==> src/rtl/asf_pkg.sv <==
// Shared widths, constants, register indexes and control types of the frame scheduler.
`timescale 1ns / 1ps

package asf_pkg;

    // Field widths
    localparam int PTS_W        = 40;
    localparam int ACLK_W       = 40;
    localparam int PEND_W       = 24;
    localparam int NOW_W        = 52;
    localparam int TIMER_W      = 53;
    localparam int DELAY_W      = 21;
    localparam int MS_W         = 16;
    localparam int FRAME_SLOT_W = 2;

    // Configuration registers
    localparam int SYNC_THR_W   = 20;
    localparam int NOSYNC_THR_W = 27;
    localparam int RATE_W       = 18;
    localparam int CHAN_W       = 4;
    localparam int CFG_DATA_W   = 27;
    localparam int CFG_IDX_W    = 3;

    localparam logic [CFG_IDX_W-1:0] CFG_SYNC_THR      = 3'd0;
    localparam logic [CFG_IDX_W-1:0] CFG_NOSYNC_THR    = 3'd1;
    localparam logic [CFG_IDX_W-1:0] CFG_SAMPLE_RATE   = 3'd2;
    localparam logic [CFG_IDX_W-1:0] CFG_CHANNEL_COUNT = 3'd3;
    localparam logic [CFG_IDX_W-1:0] CFG_AUDIO_PRESENT = 3'd4;

    localparam int SYNC_THR_RESET   = 10000;
    localparam int NOSYNC_THR_RESET = 10000000;
    localparam int RATE_RESET       = 48000;
    localparam int CHAN_RESET       = 2;

    // Picture queue
    localparam int QUEUE_DEPTH = 4;
    localparam int RSLOT_W     = (QUEUE_DEPTH > 1) ? $clog2(QUEUE_DEPTH) : 1;

    // Arithmetic constants, all in microseconds or milliseconds
    localparam int US_PER_S             = 1000000;
    localparam int MAX_DELAY_US         = 1000000;
    localparam int DELAY_RESET_US       = 40000;
    localparam int MIN_WAIT_US          = 10000;
    localparam int ROUND_US             = 500;
    localparam int US_PER_MS            = 1000;
    localparam int SAT_WAIT_US          = 65535500;
    localparam int INTERVAL_NO_VIDEO_MS = 10;
    localparam int INTERVAL_NO_FRAME_MS = 1;

    // Internal datapath widths
    localparam int US_CONST_W = 20;
    localparam int PROD_W     = PEND_W + US_CONST_W;
    localparam int BPS_W      = 23;
    localparam int DIFF_W     = 46;
    localparam int WAIT_W     = TIMER_W + 1;
    localparam int MSDVD_W    = 26;

    // Millisecond rounding by reciprocal: floor(x / 1000) = (x * ceil(2^36 / 1000)) >> 36,
    // exact for every x below 2^26
    localparam int RECIP_W   = 27;
    localparam int MS_RECIP  = 68719477;
    localparam int MS_SHIFT  = 36;
    localparam int MS_PROD_W = MSDVD_W + RECIP_W;

    // Serial divider for the buffer correction
    localparam int DIV_DVD_W = PROD_W;
    localparam int DIV_DVS_W = BPS_W;
    localparam int DIV_CNT_W = 6;
    localparam int REF_ITERS = DIV_DVD_W;

    typedef enum logic [3:0] {
        ST_IDLE,
        ST_DECIDE,
        ST_REF_START,
        ST_REF_WAIT,
        ST_DIFF,
        ST_CORR,
        ST_TIMER,
        ST_WAIT,
        ST_CLAMP,
        ST_MS_MUL,
        ST_MS_TAKE,
        ST_DONE
    } asf_state_t;

    typedef struct packed {
        logic capture;
        logic decide;
        logic div_start;
        logic ms_mul;
        logic take_q;
        logic diff;
        logic corr;
        logic timer;
        logic wait_calc;
        logic clamp;
        logic take_ms;
        logic finish;
    } asf_cmd_t;

    typedef struct packed {
        logic early;
        logic need_div;
        logic div_done;
        logic out_free;
    } asf_stat_t;

endpackage

==> src/rtl/asf_div.sv <==
// Restoring serial divider, one quotient bit per cycle.
`timescale 1ns / 1ps

module asf_div (
    input  logic                          clk,
    input  logic                          rst_n,
    input  logic                          start,
    input  logic [asf_pkg::DIV_DVD_W-1:0] dividend,
    input  logic [asf_pkg::DIV_DVS_W-1:0] divisor,
    input  logic [asf_pkg::DIV_CNT_W-1:0] iters,
    output logic                          done,
    output logic [asf_pkg::DIV_DVD_W-1:0] quotient
);
    import asf_pkg::*;

    logic [DIV_DVD_W-1:0] quo_reg, quo_next;
    logic [DIV_DVS_W-1:0] rem_reg, rem_next;
    logic [DIV_DVS_W-1:0] dvs_reg;
    logic [DIV_CNT_W-1:0] cnt_reg;
    logic                 busy_reg;
    logic                 done_reg;
    logic [DIV_DVS_W:0]   rem_shift;
    logic [DIV_DVS_W:0]   rem_sub;
    logic                 fits;

    always_comb
    begin
        rem_shift = {rem_reg, quo_reg[DIV_DVD_W-1]};
        rem_sub   = rem_shift - {1'b0, dvs_reg};
        fits      = rem_shift >= {1'b0, dvs_reg};
        rem_next  = fits ? rem_sub[DIV_DVS_W-1:0] : rem_shift[DIV_DVS_W-1:0];
        quo_next  = {quo_reg[DIV_DVD_W-2:0], fits};
    end

    always_ff @(posedge clk or negedge rst_n)
    begin
        if (!rst_n)
        begin
            busy_reg <= 1'b0;
            done_reg <= 1'b0;
            cnt_reg  <= '0;
        end
        else
        begin
            done_reg <= 1'b0;
            if (start)
            begin
                busy_reg <= 1'b1;
                cnt_reg  <= iters;
            end
            else if (busy_reg)
            begin
                cnt_reg <= cnt_reg - 1'b1;
                if (cnt_reg == DIV_CNT_W'(1))
                begin
                    busy_reg <= 1'b0;
                    done_reg <= 1'b1;
                end
            end
        end
    end

    always_ff @(posedge clk)
    begin
        if (start)
        begin
            quo_reg <= dividend;
            rem_reg <= '0;
            dvs_reg <= divisor;
        end
        else if (busy_reg)
        begin
            quo_reg <= quo_next;
            rem_reg <= rem_next;
        end
    end

    assign done     = done_reg;
    assign quotient = quo_reg;

endmodule

==> src/rtl/asf_dp.sv <==
// Datapath: configuration, scheduler state, sync correction and output register.
`timescale 1ns / 1ps

module asf_dp (
    input  logic                           clk,
    input  logic                           rst_n,
    input  asf_pkg::asf_cmd_t              cmd,
    output asf_pkg::asf_stat_t             stat,
    input  logic                           cfg_we,
    input  logic [asf_pkg::CFG_IDX_W-1:0]  cfg_index,
    input  logic [asf_pkg::CFG_DATA_W-1:0] cfg_data,
    input  logic                           mode,
    input  logic                           video_present,
    input  logic                           frame_ready,
    input  logic [asf_pkg::PTS_W-1:0]      frame_pts_us,
    input  logic [asf_pkg::ACLK_W-1:0]     audio_clock_us,
    input  logic [asf_pkg::PEND_W-1:0]     audio_bytes_pending,
    input  logic [asf_pkg::NOW_W-1:0]      now_us,
    output logic                           out_valid,
    input  logic                           out_ready,
    output logic [asf_pkg::MS_W-1:0]       interval_ms,
    output logic                           show_frame,
    output logic [asf_pkg::FRAME_SLOT_W-1:0] frame_slot,
    output logic [asf_pkg::DELAY_W-1:0]    applied_delay_us
);
    import asf_pkg::*;

    // Configuration
    logic [SYNC_THR_W-1:0]   sync_thr_reg;
    logic [NOSYNC_THR_W-1:0] nosync_thr_reg;
    logic [RATE_W-1:0]       sample_rate_reg;
    logic [CHAN_W-1:0]       channel_count_reg;
    logic                    audio_present_reg;

    // Scheduler state
    logic [TIMER_W-1:0] ft_reg;
    logic [PTS_W-1:0]   last_pts_reg;
    logic [DELAY_W-1:0] last_delay_reg;
    logic [RSLOT_W-1:0] read_slot_reg;

    // Captured word
    logic              mode_reg;
    logic              video_reg;
    logic              fready_reg;
    logic [PTS_W-1:0]  pts_reg;
    logic [ACLK_W-1:0] aclk_reg;
    logic [PEND_W-1:0] pend_reg;
    logic [NOW_W-1:0]  now_reg;

    // Working registers
    logic [DELAY_W-1:0] delay_reg;
    logic [DELAY_W-1:0] thr_reg;
    logic [BPS_W-1:0]   bps_reg;
    logic [PROD_W-1:0]  prod_reg;
    logic [PROD_W-1:0]  q_reg;
    logic [DIFF_W-1:0]  diff_reg;
    logic [DELAY_W-1:0] cdelay_reg;
    logic [WAIT_W-1:0]  wait_reg;
    logic [MSDVD_W-1:0] dvd_reg;
    logic               sat_reg;
    logic [MS_PROD_W-1:0] ms_prod_reg;

    // Pending result
    logic [MS_W-1:0]    res_ms_reg;
    logic               res_show_reg;
    logic [DELAY_W-1:0] res_delay_reg;

    // Output register
    logic                    out_valid_reg;
    logic [MS_W-1:0]         out_ms_reg;
    logic                    out_show_reg;
    logic [FRAME_SLOT_W-1:0] out_slot_reg;
    logic [DELAY_W-1:0]      out_delay_reg;

    // Combinational terms
    logic [PTS_W:0]         d_raw;
    logic                   delay_ok;
    logic [DELAY_W-1:0]     delay_pick;
    logic [BPS_W-2:0]       bps_half;
    logic [DIFF_W-1:0]      diff_calc;
    logic [DELAY_W-1:0]     thr_calc;
    logic                   neg;
    logic [DIFF_W-1:0]      adiff;
    logic                   ge_thr;
    logic                   in_range;
    logic                   lag;
    logic                   lead;
    logic [DELAY_W-1:0]     cdelay_calc;
    logic                   wait_low;
    logic                   wait_sat;
    logic                   div_done;
    logic [DIV_DVD_W-1:0]   div_quo;

    always_comb
    begin
        d_raw      = {1'b0, pts_reg} - {1'b0, last_pts_reg};
        delay_ok   = !d_raw[PTS_W] && (d_raw != '0) &&
                     (d_raw < (PTS_W + 1)'(MAX_DELAY_US));
        delay_pick = delay_ok ? DELAY_W'(d_raw) : last_delay_reg;
        bps_half   = (BPS_W - 1)'(sample_rate_reg) * (BPS_W - 1)'(channel_count_reg);

        diff_calc  = DIFF_W'(pts_reg) - DIFF_W'(aclk_reg) + DIFF_W'(q_reg);
        thr_calc   = (delay_reg > DELAY_W'(sync_thr_reg)) ? delay_reg
                                                          : DELAY_W'(sync_thr_reg);

        neg      = diff_reg[DIFF_W-1];
        adiff    = neg ? (DIFF_W'(0) - diff_reg) : diff_reg;
        ge_thr   = adiff >= DIFF_W'(thr_reg);
        in_range = adiff < DIFF_W'(nosync_thr_reg);
        // video lags: diff <= -thr, which a zero diff meets only with a zero threshold
        lag      = (neg && ge_thr) || ((adiff == '0) && (thr_reg == '0));
        lead     = !lag && !neg && ge_thr;
        if (in_range && lag)
            cdelay_calc = '0;
        else if (in_range && lead)
            cdelay_calc = {delay_reg[DELAY_W-2:0], 1'b0};
        else
            cdelay_calc = delay_reg;

        wait_low = wait_reg[WAIT_W-1] || (wait_reg < WAIT_W'(MIN_WAIT_US));
        wait_sat = !wait_reg[WAIT_W-1] && (wait_reg >= WAIT_W'(SAT_WAIT_US));
    end

    asf_div u_div (
        .clk      (clk),
        .rst_n    (rst_n),
        .start    (cmd.div_start),
        .dividend (prod_reg),
        .divisor  (bps_reg),
        .iters    (DIV_CNT_W'(REF_ITERS)),
        .done     (div_done),
        .quotient (div_quo)
    );

    // Configuration, scheduler state and the output valid flag
    always_ff @(posedge clk or negedge rst_n)
    begin
        if (!rst_n)
        begin
            sync_thr_reg      <= SYNC_THR_W'(SYNC_THR_RESET);
            nosync_thr_reg    <= NOSYNC_THR_W'(NOSYNC_THR_RESET);
            sample_rate_reg   <= RATE_W'(RATE_RESET);
            channel_count_reg <= CHAN_W'(CHAN_RESET);
            audio_present_reg <= 1'b1;
            ft_reg            <= '0;
            last_pts_reg      <= '0;
            last_delay_reg    <= DELAY_W'(DELAY_RESET_US);
            read_slot_reg     <= '0;
            out_valid_reg     <= 1'b0;
        end
        else
        begin
            if (cfg_we)
            begin
                unique case (cfg_index)
                    CFG_SYNC_THR:      sync_thr_reg      <= cfg_data[SYNC_THR_W-1:0];
                    CFG_NOSYNC_THR:    nosync_thr_reg    <= cfg_data[NOSYNC_THR_W-1:0];
                    CFG_SAMPLE_RATE:   sample_rate_reg   <= cfg_data[RATE_W-1:0];
                    CFG_CHANNEL_COUNT: channel_count_reg <= cfg_data[CHAN_W-1:0];
                    CFG_AUDIO_PRESENT: audio_present_reg <= cfg_data[0];
                    default:           ;
                endcase
            end

            if (cmd.decide && mode_reg)
                ft_reg <= TIMER_W'(now_reg);
            else if (cmd.timer)
                ft_reg <= ft_reg + TIMER_W'(cdelay_reg);

            if (cmd.decide && !mode_reg && video_reg && fready_reg)
            begin
                last_delay_reg <= delay_pick;
                last_pts_reg   <= pts_reg;
            end

            if (cmd.finish && res_show_reg)
            begin
                if (read_slot_reg == RSLOT_W'(QUEUE_DEPTH - 1))
                    read_slot_reg <= '0;
                else
                    read_slot_reg <= read_slot_reg + 1'b1;
            end

            if (cmd.finish)
                out_valid_reg <= 1'b1;
            else if (out_ready)
                out_valid_reg <= 1'b0;
        end
    end

    // Payload and working registers
    always_ff @(posedge clk)
    begin
        if (cmd.capture)
        begin
            mode_reg   <= mode;
            video_reg  <= video_present;
            fready_reg <= frame_ready;
            pts_reg    <= frame_pts_us;
            aclk_reg   <= audio_clock_us;
            pend_reg   <= audio_bytes_pending;
            now_reg    <= now_us;
        end

        if (cmd.decide)
        begin
            res_show_reg  <= 1'b0;
            res_delay_reg <= '0;
            if (mode_reg)
                res_ms_reg <= '0;
            else if (!video_reg)
                res_ms_reg <= MS_W'(INTERVAL_NO_VIDEO_MS);
            else
                res_ms_reg <= MS_W'(INTERVAL_NO_FRAME_MS);
            delay_reg <= delay_pick;
            bps_reg   <= {bps_half, 1'b0};
            prod_reg  <= PROD_W'(pend_reg) * PROD_W'(US_PER_S);
            q_reg     <= '0;
        end

        if (cmd.take_q)
            q_reg <= div_quo;

        if (cmd.diff)
        begin
            diff_reg <= diff_calc;
            thr_reg  <= thr_calc;
        end

        if (cmd.corr)
            cdelay_reg <= cdelay_calc;

        if (cmd.wait_calc)
            wait_reg <= {1'b0, ft_reg} - WAIT_W'(now_reg);

        if (cmd.clamp)
        begin
            sat_reg <= wait_sat;
            dvd_reg <= wait_low ? MSDVD_W'(MIN_WAIT_US + ROUND_US)
                                : wait_reg[MSDVD_W-1:0] + MSDVD_W'(ROUND_US);
        end

        if (cmd.ms_mul)
            ms_prod_reg <= MS_PROD_W'(dvd_reg) * MS_PROD_W'(MS_RECIP);

        if (cmd.take_ms)
        begin
            res_ms_reg    <= sat_reg ? '1 : ms_prod_reg[MS_SHIFT +: MS_W];
            res_show_reg  <= 1'b1;
            res_delay_reg <= cdelay_reg;
        end

        if (cmd.finish)
        begin
            out_ms_reg    <= res_ms_reg;
            out_show_reg  <= res_show_reg;
            out_slot_reg  <= res_show_reg ? FRAME_SLOT_W'(read_slot_reg) : '0;
            out_delay_reg <= res_delay_reg;
        end
    end

    always_comb
    begin
        stat.early    = mode_reg || !video_reg || !fready_reg;
        stat.need_div = audio_present_reg && (bps_reg != '0);
        stat.div_done = div_done;
        stat.out_free = !out_valid_reg || out_ready;
    end

    assign out_valid        = out_valid_reg;
    assign interval_ms      = out_ms_reg;
    assign show_frame       = out_show_reg;
    assign frame_slot       = out_slot_reg;
    assign applied_delay_us = out_delay_reg;

endmodule

==> src/rtl/asf_ctrl.sv <==
// Controller: sequences one refresh event through the datapath.
`timescale 1ns / 1ps

module asf_ctrl (
    input  logic                clk,
    input  logic                rst_n,
    input  logic                in_valid,
    output logic                in_ready,
    input  asf_pkg::asf_stat_t  stat,
    output asf_pkg::asf_cmd_t   cmd
);
    import asf_pkg::*;

    asf_state_t state_reg, state_next;

    always_ff @(posedge clk or negedge rst_n)
    begin
        if (!rst_n)
            state_reg <= ST_IDLE;
        else
            state_reg <= state_next;
    end

    always_comb
    begin
        state_next = state_reg;
        unique case (state_reg)
            ST_IDLE:      if (in_valid) state_next = ST_DECIDE;
            ST_DECIDE:    state_next = stat.early ? ST_DONE : ST_REF_START;
            ST_REF_START: state_next = stat.need_div ? ST_REF_WAIT : ST_DIFF;
            ST_REF_WAIT:  if (stat.div_done) state_next = ST_DIFF;
            ST_DIFF:      state_next = ST_CORR;
            ST_CORR:      state_next = ST_TIMER;
            ST_TIMER:     state_next = ST_WAIT;
            ST_WAIT:      state_next = ST_CLAMP;
            ST_CLAMP:     state_next = ST_MS_MUL;
            ST_MS_MUL:    state_next = ST_MS_TAKE;
            ST_MS_TAKE:   state_next = ST_DONE;
            ST_DONE:      if (stat.out_free) state_next = ST_IDLE;
            default:      state_next = ST_IDLE;
        endcase
    end

    always_comb
    begin
        cmd      = '0;
        in_ready = 1'b0;
        unique case (state_reg)
            ST_IDLE:
            begin
                in_ready    = 1'b1;
                cmd.capture = in_valid;
            end
            ST_DECIDE:    cmd.decide = 1'b1;
            ST_REF_START: cmd.div_start = stat.need_div;
            ST_REF_WAIT:  cmd.take_q = stat.div_done;
            ST_DIFF:      cmd.diff = 1'b1;
            ST_CORR:      cmd.corr = 1'b1;
            ST_TIMER:     cmd.timer = 1'b1;
            ST_WAIT:      cmd.wait_calc = 1'b1;
            ST_CLAMP:     cmd.clamp = 1'b1;
            ST_MS_MUL:    cmd.ms_mul = 1'b1;
            ST_MS_TAKE:   cmd.take_ms = 1'b1;
            ST_DONE:      cmd.finish = stat.out_free;
            default:      ;
        endcase
    end

endmodule

==> src/rtl/av_sync_frame_scheduler.sv <==
// Top level of the audio-locked video refresh scheduler.
//
//   channel | direction | handshake            | payload
//   --------+-----------+----------------------+-----------------------------------------
//   in      | input     | in_valid / in_ready  | mode, video_present, frame_ready,
//           |           |                      | frame_pts_us, audio_clock_us,
//           |           |                      | audio_bytes_pending, now_us
//   out     | output    | out_valid / out_ready| interval_ms, show_frame, frame_slot,
//           |           |                      | applied_delay_us
//   cfg     | input     | cfg_we (no wait)     | cfg_index, cfg_data
//
// Flow: one word at a time. A restart, no-video or empty-queue word skips the correction and
// the rounding. A shown frame runs the full sequence; the audio buffer correction runs a serial
// divider for pending bytes / byte rate that works out 44 quotient bits, and the rounding to
// milliseconds is a reciprocal multiply.
// Reset: rst_n clears the scheduler state and restores the register defaults at once.
// Stalls: the result sits in an output register, so the next word is accepted while it
// waits; a word finished behind a stalled result holds until out_ready frees the register.
`timescale 1ns / 1ps

module av_sync_frame_scheduler (
    input  logic                             clk,
    input  logic                             rst_n,
    // configuration
    input  logic                             cfg_we,
    input  logic [asf_pkg::CFG_IDX_W-1:0]    cfg_index,
    input  logic [asf_pkg::CFG_DATA_W-1:0]   cfg_data,
    // refresh event in
    input  logic                             in_valid,
    output logic                             in_ready,
    input  logic                             mode,
    input  logic                             video_present,
    input  logic                             frame_ready,
    input  logic [asf_pkg::PTS_W-1:0]        frame_pts_us,
    input  logic [asf_pkg::ACLK_W-1:0]       audio_clock_us,
    input  logic [asf_pkg::PEND_W-1:0]       audio_bytes_pending,
    input  logic [asf_pkg::NOW_W-1:0]        now_us,
    // schedule out
    output logic                             out_valid,
    input  logic                             out_ready,
    output logic [asf_pkg::MS_W-1:0]         interval_ms,
    output logic                             show_frame,
    output logic [asf_pkg::FRAME_SLOT_W-1:0] frame_slot,
    output logic [asf_pkg::DELAY_W-1:0]      applied_delay_us
);
    import asf_pkg::*;

    asf_cmd_t  cmd;
    asf_stat_t stat;

    // Sequence the word: decide the special cases, pick the frame delay, run the
    // buffer-correction divide, correct against the audio clock, advance the frame
    // timer, then scale the wait down to rounded milliseconds.
    asf_ctrl u_ctrl (
        .clk      (clk),
        .rst_n    (rst_n),
        .in_valid (in_valid),
        .in_ready (in_ready),
        .stat     (stat),
        .cmd      (cmd)
    );

    // Hold configuration, frame timer, last timestamp, last delay and queue slot;
    // drive the output register.
    asf_dp u_dp (
        .clk                 (clk),
        .rst_n               (rst_n),
        .cmd                 (cmd),
        .stat                (stat),
        .cfg_we              (cfg_we),
        .cfg_index           (cfg_index),
        .cfg_data            (cfg_data),
        .mode                (mode),
        .video_present       (video_present),
        .frame_ready         (frame_ready),
        .frame_pts_us        (frame_pts_us),
        .audio_clock_us      (audio_clock_us),
        .audio_bytes_pending (audio_bytes_pending),
        .now_us              (now_us),
        .out_valid           (out_valid),
        .out_ready           (out_ready),
        .interval_ms         (interval_ms),
        .show_frame          (show_frame),
        .frame_slot          (frame_slot),
        .applied_delay_us    (applied_delay_us)
    );

endmodule

==> config.mk <==
export PLATFORM = sky130hd
export DESIGN_NAME = av_sync_frame_scheduler
export DESIGN_NICKNAME = d
export VERILOG_FILES = /design/src/rtl/asf_pkg.sv /design/src/rtl/asf_div.sv /design/src/rtl/asf_dp.sv /design/src/rtl/asf_ctrl.sv /design/src/rtl/av_sync_frame_scheduler.sv
export SDC_FILE = /design/constraint.sdc
export NUM_CORES = 2
export LEC_CHECK = 0
export BUFFER_PORTS_ARGS = -buffer_cell sky130_fd_sc_hd__buf_2
export CAP_MARGIN = 5
export CELL_PAD_IN_SITES_DETAIL_PLACEMENT = 0
export CELL_PAD_IN_SITES_GLOBAL_PLACEMENT = 2
export CORE_UTILIZATION = 43
export DETAILED_ROUTE_END_ITERATION = 10
export HOLD_SLACK_MARGIN = 0.08
export PLACE_DENSITY_LB_ADDON = 0.1
export SLEW_MARGIN = 20
export SYNTH_ARGS = -nofsm -noshare
export SYNTH_HDL_FRONTEND = slang
export SYNTH_SLANG_ARGS = --single-unit
==> constraint.sdc <==
create_clock -name clk -period 10.05 [get_ports clk]
set_input_delay 0.5025 -clock clk [delete_from_list [all_inputs] [get_ports clk]]
set_output_delay 0.5025 -clock clk [all_outputs]
set_load 0.02 [all_outputs]
==> impl_metrics.csv <==
group,metric,value,unit
setup_path,max_stage_delay,0.63,ns
synthesis,ys_seq_elements,835,
timing,finalClockSkew,0.0357,ns
synthesis,syn_area,61100,µm²
floorplanning,num_rows,137,
floorplanning,dieHeight,379,µm
layout,finalInstanceArea,69800,µm²
min_path,hp-class,"in -> reg",
synthesis,yosysWarnings,0,
global_route,grt_use_total,23.3,%
synthesis,syn_nets,7045,
timing,worst_slew_pin_slew,1.11,ns
synthesis,synthArstFlopShare,23.8,%
setup_path,worstPathArrival,8.68,ns
clocking,htreeDepth,3,
global_route,grt_first_pass_wirelength,256,mm
layout,final_cell_count_no_fill,8197,
timing,maxSlewViolCount,0,
drt,drc_errors,0,
drt,drt-initial-drc-count,2107,
timing,hold_violations,0,
layout,fill_cells,13118,
setup_path,rrSetupSlack,1.83,ns
layout,layout-area-overhead-vs-synth,14.2,%
clocking,cts_tree,"yes",
timing,relSlewSlack,26.1,%
placement,port_buffers,235,
timing,period_minus_slack,8.22,ns
outcome,outcome,"finished clean",
setup_path,crit_type,"reg -> reg",
floorplanning,initial_utilization,43.6,%
setup_path,end_kind,"register",
timing,rsz0062_at_grt,"false",
drt,firstDrtPassIters,5,
placement,gp_congestion,0.907,
setup_path,cp_cell_sequence,"inv_1 > ha_1 > fa_1 > fa_1 > fa_1 > fa_1 > inv_1 > fa_1 > inv_1 > fa_1 > inv_1 > ha_1 > a222oi_1 > o21ai_0 > nor4_1 > a211oi_1 > a211oi_1 > o221ai_1 > o211a_1 > o21a_1 > o21a_1 > o41ai_1 > o21bai_1 > xnor2_1",
clocking,clock_sink_count,835,
layout,drive_above_1_share,9.11,%
clocking,cts_buffers,97,
global_route,antenna_found_initial,21,
clocking,cts.clk_slew.worst_paths,0.06,ns
floorplanning,die_width,379,µm
placement,dp_slack,1.78,ns
timing,report.final.setup_viol,0,
drt,vias,43177,
floorplanning,die-area,144000,µm²
setup_path,reg2regPathDepth,24,
min_path,worstHoldStart,"cfg_data[0]",
timing,fin_ws,1.83,ns
setup_path,r2r_start,"u_dp.dvd_reg[9]$_SDFFCE_PP0P_",
synthesis,ys_seq_area_share,39.0,%
global_route,grt_max_degree,91,
placement,post-dp-hpwl,132,mm
drt,drt.antenna.violating_nets,0,
setup_path,crit_path_top_delay_cell,"edfxtp_1",
drt,wl_per_cell,20.3,µm
setup_path,path_max_fanout,9,
timing,finalCritPeriodShare,81.8,%
layout,nNetsFinal,7484,
synthesis,synth-main-ff-cell,"edfxtp_1",
clocking,ctsRootBufferMaster,"clkbuf_16",
layout,final_common_cell,"inv_1",
synthesis,syn_avg_cell_area,10.6,µm²
floorplanning,pin_count,236,
clocking,clk_path_buf_depth,3,
timing,fin_tns_setup,0,ns
placement,place_inst,7820,
drt,via_per_inst,5.27,
clocking,clkLatencyLatePin,0.73,ns
setup_path,crit_top_cell,"fa_1",
min_path,hold_end,"u_dp.sample_rate_reg[0]$_DFFE_PN0P_",
setup_path,r2r-end,"u_dp.ms_prod_reg[51]$_DFFE_PP_",
global_route,gr-total-overflow,0,
layout,largest_reg_flops,54,
synthesis,synth-edff-count,612,
layout,final_cell_mix,"852 x inv_1, 715 x ha_1, 612 x edfxtp_1, 491 x nand2_1, 345 x fa_1",
synthesis,netlist_instances,5791,
setup_path,startpoint_type,"register",
flow_run,max_cap_viol_count,0,
placement,dpl-instance-area,64600,µm²
drt,wirelength,167,mm
timing,fmax,0.122,GHz
min_path,min_delay_path_depth,2,
setup_path,critPathRequiredTime,10.51,ns
synthesis,ys_types,79,
floorplanning,design.core.area,140000,µm²
global_route,grt_pass1_vias,43657,
timing repair:
item	4_1_cts	5_1_grt
hold buffers	186	0
hold endpoints to repair	297	0
resized for setup	0	0
buffers inserted	0	0
per-stage QoR:
stage | hold WS (ns) | util (%)
global placement | 0.401 | 46.0
finish | 0.133 | 49.8
global route | 0.106 | 49.8
CTS | 0.0835 | 49.8
floorplan | 0.207 | -
detailed placement | 0.405 | 46.0
area by class of cell:
class                           instances  area, µm²  area share [%]
Multi-Input combinational cell       3989      33700            48.3
Sequential cell                       835      23900            34.2
Timing Repair Buffer                  453       3300            4.73
Inverter                              854       3210            4.59
Clock buffer                          122       2600            3.73
Tap cell                             1876       2350            3.36
Clock inverter                         62        778            1.11
Antenna cell                            6       15.0          0.0215
synth_stat cells, types with 15 or more instances:
cell | n | area, µm²
inv_1 | 853 | 3200
ha_1 | 715 | 8950
edfxtp_1 | 612 | 18400
nand2_1 | 492 | 1850
fa_1 | 345 | 6910
a21oi_1 | 291 | 1460
o21ai_0 | 289 | 1450
nor2_1 | 246 | 923
xnor2_1 | 178 | 1560
dfrtp_1 | 172 | 4300
a21o_1 | 163 | 1220
and2_1 | 120 | 751
xor2_1 | 108 | 946
clkbuf_1 | 100 | 375
nand3_1 | 98 | 490
nor3_1 | 76 | 380
mux2_2 | 75 | 845
o21a_1 | 64 | 480
nand2b_1 | 50 | 313
nor4_1 | 48 | 300
nor2b_1 | 43 | 269
and3_1 | 42 | 263
or3_1 | 42 | 263
a31oi_1 | 40 | 250
a211oi_1 | 36 | 270
o211ai_1 | 35 | 263
o21bai_1 | 35 | 263
nand4_1 | 34 | 213
dfstp_2 | 27 | 709
o311ai_0 | 26 | 228
dfxtp_1 | 24 | 480
o31ai_1 | 23 | 173
a22o_1 | 22 | 193
mux2i_1 | 22 | 220
or4_1 | 19 | 143
a22oi_1 | 18 | 135
or2_2 | 15 | 93.8
cells by family after synthesis:
logic type / synth area share, %
flops: 39.0
mux: 1.74
xor+xnor: 4.10
fa+ha+maj: 25.9
compound gates: 12.4
simple gates: 10.8
buf+inv: 5.97
routing by layer:
metal	wire length, µm	vias up	share of wire [%]	track usage (%)
met5	155	-	0.093	0
met4	4160	24	2.5	5.77
met3	6140	222	3.7	3.08
met2	82900	672	50	40.7
met1	73400	21153	44	30.4
li1	-	21106	-	-
how the worst max path moves through the flow:
stage,endpoint,slack (ns),startpoint,cells after the start
final,u_dp.ms_prod_reg[51]$_DFFE_PP_,1.83,u_dp.dvd_reg[9]$_SDFFCE_PP0P_,24
after global routing,u_dp.ms_prod_reg[51]$_DFFE_PP_,1.33,u_dp.dvd_reg[9]$_SDFFCE_PP0P_,24
after CTS,u_dp.ms_prod_reg[51]$_DFFE_PP_,1.75,u_dp.dvd_reg[9]$_SDFFCE_PP0P_,24
after detailed placement,u_dp.ms_prod_reg[51]$_DFFE_PP_,1.78,u_dp.dvd_reg[9]$_SDFFCE_PP0P_,24
after global placement,u_dp.ms_prod_reg[51]$_DFFE_PP_,1.84,u_dp.dvd_reg[12]$_SDFFCE_PP0P_,24
after floorplan,u_dp.ms_prod_reg[51]$_DFFE_PP_,2.79,u_dp.dvd_reg[24]$_SDFFCE_PP0P_,24
worst max-delay path, delay by kind of cell, from the launching register on:
| family | cells | cell delay (ns) |
|---|---|---|
| AO/OA/AOI/OAI | 10 | 2.89 |
| buffers and inverters | 4 | 0.29 |
| adder cells (fa/ha/maj) | 8 | 3.77 |
| XOR/XNOR | 1 | 0.13 |
| flip-flops | 1 | 0.63 |
| AND/OR/NAND/NOR | 1 | 0.22 |
Power is left out: the tool's default activity adds up to more than one toggle a clock period on the data nets, which glitch-free logic cannot reach.
